==> config.mk <==
export PLATFORM = sky130hd
export DESIGN_NAME = bbd_out_fifo
export DESIGN_NICKNAME = d
export VERILOG_FILES = /design/src/rtl/bbd_pkg.sv /design/src/rtl/bbd_out_fifo.sv
export SDC_FILE = /design/constraint.sdc
export NUM_CORES = 1
export LEC_CHECK = 0
export ABC_AREA = 1
export BUFFER_PORTS_ARGS = -buffer_cell sky130_fd_sc_hd__buf_2
export CAP_MARGIN = 15
export CORE_UTILIZATION = 29
export CTS_BUF_LIST = sky130_fd_sc_hd__clkbuf_4
export DETAILED_ROUTE_END_ITERATION = 8
export PLACE_DENSITY = 0.58
export SYNTH_ARGS = -nofsm -noshare
export SYNTH_HDL_FRONTEND = slang
export SYNTH_SLANG_ARGS = --single-unit
==> constraint.sdc <==
create_clock -name clk -period 8.79 [get_ports clk]
set_input_delay 0 -clock clk [delete_from_list [all_inputs] [get_ports clk]]
set_output_delay 0 -clock clk [all_outputs]
set_load 0.005 [all_outputs]
==> src/rtl/bbd_pkg.sv <==
`timescale 1ns / 1ps

package bbd_pkg;

  // fixed field widths
  localparam int PIXEL_BITS    = 8;
  localparam int COORD_BITS    = 12;
  localparam int SIZE_BITS     = 13;
  localparam int COUNT_LIMIT   = 4096;
  localparam int DEF_MAX_WIDTH = 4096;

  // configuration port
  localparam int CFG_ADDR_BITS = 4;
  localparam int CFG_DATA_BITS = 32;
  localparam int REG_IDX_BITS  = 2;

  localparam logic [REG_IDX_BITS-1:0] REG_FRAME_WIDTH   = 2'd0;
  localparam logic [REG_IDX_BITS-1:0] REG_FRAME_HEIGHT  = 2'd1;
  localparam logic [REG_IDX_BITS-1:0] REG_MOSAIC_LAYOUT = 2'd2;

  localparam logic [SIZE_BITS-1:0] WIDTH_RESET  = 13'd640;
  localparam logic [SIZE_BITS-1:0] HEIGHT_RESET = 13'd480;

  // colour filter layouts
  localparam logic [1:0] LAYOUT_RGGB = 2'd0;
  localparam logic [1:0] LAYOUT_BGGR = 2'd1;
  localparam logic [1:0] LAYOUT_GRBG = 2'd2;
  localparam logic [1:0] LAYOUT_GBRG = 2'd3;

  // one result beat
  typedef struct packed {
    logic [PIXEL_BITS-1:0] red;
    logic [PIXEL_BITS-1:0] green;
    logic [PIXEL_BITS-1:0] blue;
    logic [COORD_BITS-1:0] column;
    logic [COORD_BITS-1:0] row;
    logic                  frame_done;
  } bbd_result_t;

  // output queue status
  typedef struct packed {
    logic       valid;
    logic [1:0] count;
  } bbd_fifo_status_t;

endpackage

==> src/rtl/bbd_out_fifo.sv <==
`timescale 1ns / 1ps

module bbd_out_fifo import bbd_pkg::*; (
  input  logic             clk,
  input  logic             rst_n,
  input  logic             push,
  input  bbd_result_t      push_data,
  input  logic             pop,
  output bbd_result_t      head,
  output bbd_fifo_status_t status
);

  localparam logic [1:0] LAST_SLOT = 2'd2;

  bbd_result_t slot_r [3];
  logic [1:0]  wr_ptr_r, wr_ptr_nxt;
  logic [1:0]  rd_ptr_r, rd_ptr_nxt;
  logic [1:0]  count_r, count_nxt;
  logic        do_pop;

  assign do_pop = pop && (count_r != 2'd0);

  // pointer and count update
  always_comb begin
    wr_ptr_nxt = wr_ptr_r;
    rd_ptr_nxt = rd_ptr_r;
    count_nxt  = count_r;
    if (push) begin
      wr_ptr_nxt = (wr_ptr_r == LAST_SLOT) ? 2'd0 : wr_ptr_r + 2'd1;
    end
    if (do_pop) begin
      rd_ptr_nxt = (rd_ptr_r == LAST_SLOT) ? 2'd0 : rd_ptr_r + 2'd1;
    end
    if (push && !do_pop) begin
      count_nxt = count_r + 2'd1;
    end else if (do_pop && !push) begin
      count_nxt = count_r - 2'd1;
    end
  end

  always_ff @(posedge clk) begin
    if (!rst_n) begin
      wr_ptr_r <= 2'd0;
      rd_ptr_r <= 2'd0;
      count_r  <= 2'd0;
    end else begin
      wr_ptr_r <= wr_ptr_nxt;
      rd_ptr_r <= rd_ptr_nxt;
      count_r  <= count_nxt;
    end
  end

  // storage
  always_ff @(posedge clk) begin
    if (push) begin
      slot_r[wr_ptr_r] <= push_data;
    end
  end

  assign head         = slot_r[rd_ptr_r];
  assign status.valid = (count_r != 2'd0);
  assign status.count = count_r;

endmodule

==> flow_summary_export.csv, run 1 <==
group,metric,value,unit
timing,rsz0062_at_grt,"no",
yosys,synth_mux_area_share,0,%
floorplan,row_count,51,
cells_and_area,fillers,1963,
cts,cts_root_buffer,"clkbuf_4",
power_and_ir_drop,p_per_area,215,nW/um^2
routing,route.met2.wl,6880,um
setup_path,r2r_cells,4,
yosys,netlist-cell-type-count,20,
cts,cts_buffer_depth,2,
cells_and_area,finalNetCount,627,
cts,cts.repair.resized,0,
yosys,ys_ff_latch,155,
floorplan,initial_utilization,29.8,%
global_routing,grt_pass1_wl,20700,um
global_routing,grt_usage,13.5,%
routing,routed_wirelength,13500,um
yosys,syn_area,5860,sq um
cells_and_area,stdcell_count,852,
setup_path,cpLargestDelayFamily,"buffers and inverters",
yosys,synthAdderAreaFrac,0.213,%
yosys,synth_warnings,0,
routing,m1WireLength,5800,um
timing,fin_setup_tns,0,ns
setup_path,crit_fanout,50,
floorplan,die_x,144,um
timing,setup_viol,0,
global_routing,antenna_found_initial,1,
placement,place.gp.congestion,0.754,
yosys,synthCells,416,
floorplan,die-area,20800,sq um
timing,slew_violations,0,
placement,portBuffers,104,
min_path,hp-start,"push_data[26]",
placement,dp_hpwl,7770,um
cts,cts_tree,"done",
routing,vias,3758,
min_path,worstHoldEndpoint,"slot_r[2][26]",
cts,ctsHoldBuffers,53,
cells_and_area,post-route-util,37.7,%
timing,worstMarginPinSlew,1.13,ns
setup_path,reg2reg_slack,7.17,ns
floorplan,core,19700,sq um
setup_path,worst-path-buf-inv,2,
yosys,seq_area_frac_synth,78.0,%
setup_path,cp_slowest_cell,"dfxtp_2",
cells_and_area,layout-drive-gt1-share,28.2,%
outcome,status,"finished clean",
setup_path,crit_required,8.79,ns
cells_and_area,most-common-layout-cells,"147 x edfxtp_1, 104 x buf_2, 91 x a21oi_1",
cells_and_area,final_common_cell,"edfxtp_1",
cts,clk_transition_reported_paths,0.13,ns
setup_path,cp_slowest_stage_delay,1.07,ns
power_and_ir_drop,total_power,1.59,mW
yosys,syn_area_per_cell,14.1,sq um
setup_path,cp-start-kind,"flop",
global_routing,grt_max_degree,51,
cells_and_area,area_delta_synth_final,26.4,%
routing,postRouteAntennaNets,0,
yosys,yosys.area_share.simple,8.18,%
flow_run,drv_cap,0,
power_and_ir_drop,total_leakage_power,2.75,nW
placement,numPlacedInstances,766,
routing,top_layer,"met4",
setup_path,timing.setup.critical_path_class,"reg -> out",
power_and_ir_drop,irDropWorstVdd,0.0973,mV
cts,h-tree-depth,4,
routing,routedWlPerCell,15.8,um
yosys,synthXorXnorAreaFrac,0,%
timing,fmax,0.308,GHz
setup_path,end_kind,"output port",
setup_path,arrival,3.24,ns
timing,skew,0.0146,ns
timing,fin_crit,3.24,ns
timing,hold_viol,0,
cts,cts_buffers,17,
yosys,synth_top_family_by_area,"compound AO/OA/AOI/OAI gates",
setup_path,r2r_start,"wr_ptr_r[1]",
cts,clock-sinks,155,
floorplan,die_h,144,um
yosys,synth_nets,470,
yosys,synth_compound_area_share,9.61,%
min_path,hp-class,"in -> reg",
global_routing,overflow,0,
routing,wl_met3,729,um
routing,drc_errors,0,
floorplan,ioPinCount,105,
cts,post_cts_buffers,0,
timing,hold_ws,0.199,ns
timing,slew_headroom,24.6,%
routing,routed_via_density,4.41,
global_routing,grt_pass1_vias,3955,
timing,finalCritPeriodShare,36.9,%
setup_path,rr_endpoint,"slot_r[0][9]",
routing,dr.first_iter.drc_count,199,
cts,clk_latency,0.52,ns
routing,first_pass_iters,4,
setup_path,path_cells,"clkinv_2, nand2_1, a21oi_1, buf_2",
min_path,hold_path_depth,2,
## how the worst max path moves through the flow
stage | end | cells past startpoint | slack [ns]
final | head[19] | 4 | 5.55
after global routing | head[5] | 4 | 5.21
after CTS | head[5] | 4 | 5.49
after detailed placement | head[5] | 4 | 6.13
after global placement | head[8] | 4 | 6.11
after floorplan | slot_r[2][0] | 2 | 4.54
## metal layers
layer / vias up / track usage [%]
li1: 1810 / -
met1: 1840 / 16.4
met2: 102 / 22.9
met3: 6 / 4.04
met4: 0 / 4.43
met5: - / 0
## report_power, final
| part | internal, mW | switching (mW) | total [mW] |
|---|---|---|---|
| sequential | 0.846 | 0.0357 | 0.882 |
| combinational | 0.115 | 0.145 | 0.260 |
| clock | 0.201 | 0.251 | 0.452 |
## state kept, by name, indices dropped and copies added, names as in the netlist, named ones only
signal and flops:
slot_r 147, count_r 2, rd_ptr_r 2, wr_ptr_r 2
## cell usage after synthesis
cell	count	area, sq um
o21a_1	1	7.51
nand2_1	50	188
clkinv_2	1	5.00
inv_2	1	3.75
buf_2	13	65.1
a21oi_1	91	455
o21ai_0	1	5.00
buf_12	1	20.0
o211ai_1	1	7.51
ha_1	1	12.5
a21oi_2	10	87.6
nor3_1	1	5.00
nor2_1	54	203
edfxtp_1	147	4410
nand2_2	10	62.6
nand3_1	3	15.0
dfxtp_1	8	160
nand4_1	1	6.26
inv_1	13	48.8
buf_6	8	90.1
## worst reg2reg max path: stages (launching register included)
cell and delay, ns:
dfxtp_1 0.34, inv_1 0.11, nand3_1 0.12, inv_2 0.06, buf_4 0.54
## area by class of cell
cell class | instances | area (sq um) | share of cell area, %
inverter | 15 | 57.6 | 0.777
sequential | 155 | 4580 | 61.8
clock buffer | 18 | 135 | 1.82
clock inverter | 14 | 170 | 2.30
tap | 265 | 332 | 4.48
timing repair buffer | 160 | 1070 | 14.5
antenna | 1 | 2.50 | 0.0338
multi-input combinational | 224 | 1060 | 14.3
## cells by family after synthesis
| logic type | after synthesis |
|---|---|
| AOI/OAI and AO/OA | 104 |
| adders and majority gates | 1 |
| buffers and inverters | 37 |
| DFF | 155 |
| and+or+nand+nor | 119 |
## per-stage QoR
step                      setup WS (ns)  instance area, sq um
final                              5.55                  7410
after global routing               5.21                  7410
after CTS                          5.49                  7400
after detailed placement           6.13                  6570
after global placement             6.11                  6570
after floorplan                    4.54                  5860
Note: power is estimated with default switching activity, not from simulation.
==> inputs of run 2 (changes only) <==
Settings changed: ABC_AREA 1 to 0, PLACE_DENSITY 0.58 to 0.6.
Clock period 8.79 ns to 2.6 ns, I/O delays scaled along.
==> run 2 against run 1 <==
  * Via count is 14% lower
  * Final area hardly changed
  * Synthesized cell count fell by 18%
  * Setup slack got worse by 5.0 ns
  * Non-clock buffer count rose by 1
  * Total power grew to 3.4 times the previous value
  * Final cell count decreased by 8.0%
  * Register-to-register slack worse by 6.6 ns
  * Global-route usage fell by 2.3 points
  * Sequential power increased to 3.5 times the previous value
  * Worst hold slack improved by 0.0020 ns
  * Critical path type unchanged
  * Largest power group unchanged
  * Highest routed layer unchanged
==> flow_summary_export.csv, run 2 <==
group,metric,value,unit
setup_path,cp-start-kind,"flop",
routing,dr.first_iter.drc_count,92,
yosys,synthCells,343,
timing,hold_viol,0,
cts,clk_transition_reported_paths,0.12,ns
placement,numPlacedInstances,699,
floorplan,core,19500,sq um
cts,cts_root_buffer,"clkbuf_4",
routing,drc_errors,0,
floorplan,initial_utilization,29.6,%
yosys,synth_flop_cell,"edfxtp_1",
cts,cts_buffers,17,
outcome,status,"finished clean",
global_routing,antenna_found_initial,0,
global_routing,overflow,0,
timing,worstMarginPinSlew,0.946,ns
cells_and_area,stdcell_count,784,
cells_and_area,most-common-layout-cells,"147 x edfxtp_1, 104 x buf_2, 53 x nand2_1, 53 x dlygate4sd3_1",
timing,fmax,0.482,GHz
placement,dp_hpwl,6230,um
cts,cts.repair.resized,0,
power_and_ir_drop,total_power,5.48,mW
power_and_ir_drop,irDropWorstVdd,0.500,mV
placement,portBuffers,104,
setup_path,cp_slowest_cell,"dfxtp_4",
yosys,syn_area,5750,sq um
cells_and_area,seqCellArea,4580,sq um
cells_and_area,finalNetCount,560,
timing,skew,0.0154,ns
flow_run,drv_cap,0,
routing,vias,3228,
setup_path,cpLargestDelayFamily,"flip-flops",
placement,place.gp.congestion,0.716,
floorplan,die_h,143,um
cells_and_area,diodes,0,
floorplan,die_x,143,um
setup_path,path_cells,"mux2i_1, o21ai_1, buf_2",
yosys,synth_nets,397,
cells_and_area,regMostFlops,"slot_r",
cells_and_area,fillers,1821,
setup_path,end_kind,"output port",
yosys,syn_area_per_cell,16.8,sq um
timing,finalCritPeriodShare,79.9,%
yosys,netlist-cell-type-count,24,
setup_path,reg2reg_slack,0.56,ns
floorplan,row_count,51,
yosys,synth_edf_count,147,
yosys,synth_warnings,0,
routing,first_pass_iters,4,
power_and_ir_drop,total_leakage_power,2.53,nW
routing,routed_wirelength,10600,um
routing,routed_via_density,4.12,
cells_and_area,layout-drive-gt1-share,27.4,%
setup_path,timing.setup.critical_path_class,"reg -> out",
cells_and_area,final_common_cell,"edfxtp_1",
yosys,ys_async_sr_fraction,0,%
setup_path,arrival,2.08,ns
global_routing,grt_usage,11.2,%
setup_path,crit_required,2.60,ns
floorplan,die-area,20400,sq um
yosys,synthTopCellsByCount,"147 x edfxtp_1, 53 x nand2_1, 49 x mux2i_1, 49 x o21ai_1, 8 x dfxtp_1",
timing,slew_violations,0,
global_routing,grt_pass1_wl,16600,um
yosys,ys_ff_latch,155,
min_path,hp-class,"in -> reg",
cts,cts_tree,"done",
cts,h-tree-depth,4,
timing,fin_crit,2.08,ns
floorplan,ioPinCount,105,
timing,setup_viol,0,
global_routing,grt_max_degree,99,
timing,rsz0062_at_grt,"no",
routing,routedWlPerCell,13.5,um
cts,clock-sinks,155,
routing,postRouteAntennaNets,0,
cts,clk_latency,0.53,ns
yosys,yosysTopAreaCellShare,76.7,%
power_and_ir_drop,p_per_area,740,nW/um^2
global_routing,grt_pass1_vias,3334,
cells_and_area,largest_reg_flops,147,
cells_and_area,area_delta_synth_final,28.7,%
yosys,post-synth-top-count-cell,"edfxtp_1",
yosys,synth_area_leaders,"edfxtp_1 77%, mux2i_1 8.5%, o21ai_1 4.3%",
yosys,yosysTopAreaCell,"edfxtp_1",
setup_path,worst-path-buf-inv,1,
yosys,seq_area_frac_synth,79.5,%
cells_and_area,multiInputGateArea,1100,sq um
setup_path,crit_fanout,49,
timing,slew_headroom,36.9,%
setup_path,cp_slowest_stage_delay,0.93,ns
cts,cts_buffer_depth,2,
[run 2: changes by cell type after synthesis, sizes merged, moves of 3 or more]
cell    delta
a21boi     +3
o21ai     +50
nand2      -7
nand3      -3
a21oi    -101
buf       -12
mux2i     +49
inv       -14
nor2      -52
clkbuf     +7
[run 2: cell families after synthesis]
group / count (synthesis) / synth area share, %
buf+inv: 17 / 1.74
compound gates: 56 / 5.16
xor+xnor: 2 / 0.305
flops: 155 / 79.5
fa+ha+maj: 1 / 0.217
simple gates: 63 / 4.52
mux: 49 / 8.53
[run 2: worst register-to-register path, stage by stage, from the launching register on]
cell	delay, ns
dfxtp_1	0.49
nand2_1	0.15
nor2_4	0.32
buf_12	0.32
o21a_1	0.18
dlygate4sd3_1	0.53
[run 2: layout make-up]
type / instances / area share [%]
sequential: 155 / 61.9
multi-input combinational: 171 / 14.9
clock inverter: 13 / 2.03
timing repair buffer: 161 / 14.8
clock buffer: 19 / 1.93
tap: 265 / 4.48
[run 2: what timing repair did]
item	CTS	global route
setup endpoints to repair	0	0
hold endpoints to repair	164	0
setup buffers	0	0
hold buffers	53	0
[run 2: power breakdown]
part / switching [mW] / internal, mW / leakage, nW / total, mW
Clock: 0.804 / 0.680 / 0.161 / 1.48
Sequential: 0.223 / 2.87 / 1.43 / 3.10
Combinational: 0.380 / 0.516 / 0.945 / 0.896
Total: 1.41 / 4.07 / 2.53 / 5.48
[run 2: metal layers]
layer  GRT usage (%)  part of all wire (%)  up-vias
met4            4.41                   1.3        0
met3            3.96                   4.4       11
li1                -                     -     1616
met1            13.0                    46     1527
met2            18.9                    48       74
met5               0                     0        -
[run 2: worst paths after layout]
path | depth (start not counted) | from | end
max | 3 | flop | head[6]
min | 2 | push_data[7] | slot_r[1][7]
max reg2reg | 5 | wr_ptr_r[0] | wr_ptr_r[1]
min reg2reg | 2 | rd_ptr_r[1] | flop
[run 2: through the flow]
stage | hold WS, ns | utilization [%] | area [sq um] | setup slack, ns | setup TNS, ns
after global routing | 0.123 | 38.0 | 7400 | 0.283 | 0
after detailed placement | 0.208 | 33.8 | 6580 | 0.981 | 0
after global placement | 0.200 | 33.8 | 6580 | 1.02 | 0
final | 0.201 | 38.0 | 7400 | 0.524 | 0
after floorplan | 0.0989 | - | 5760 | -0.170 | -8.41
after CTS | 0.125 | 38.0 | 7400 | 0.423 | 0
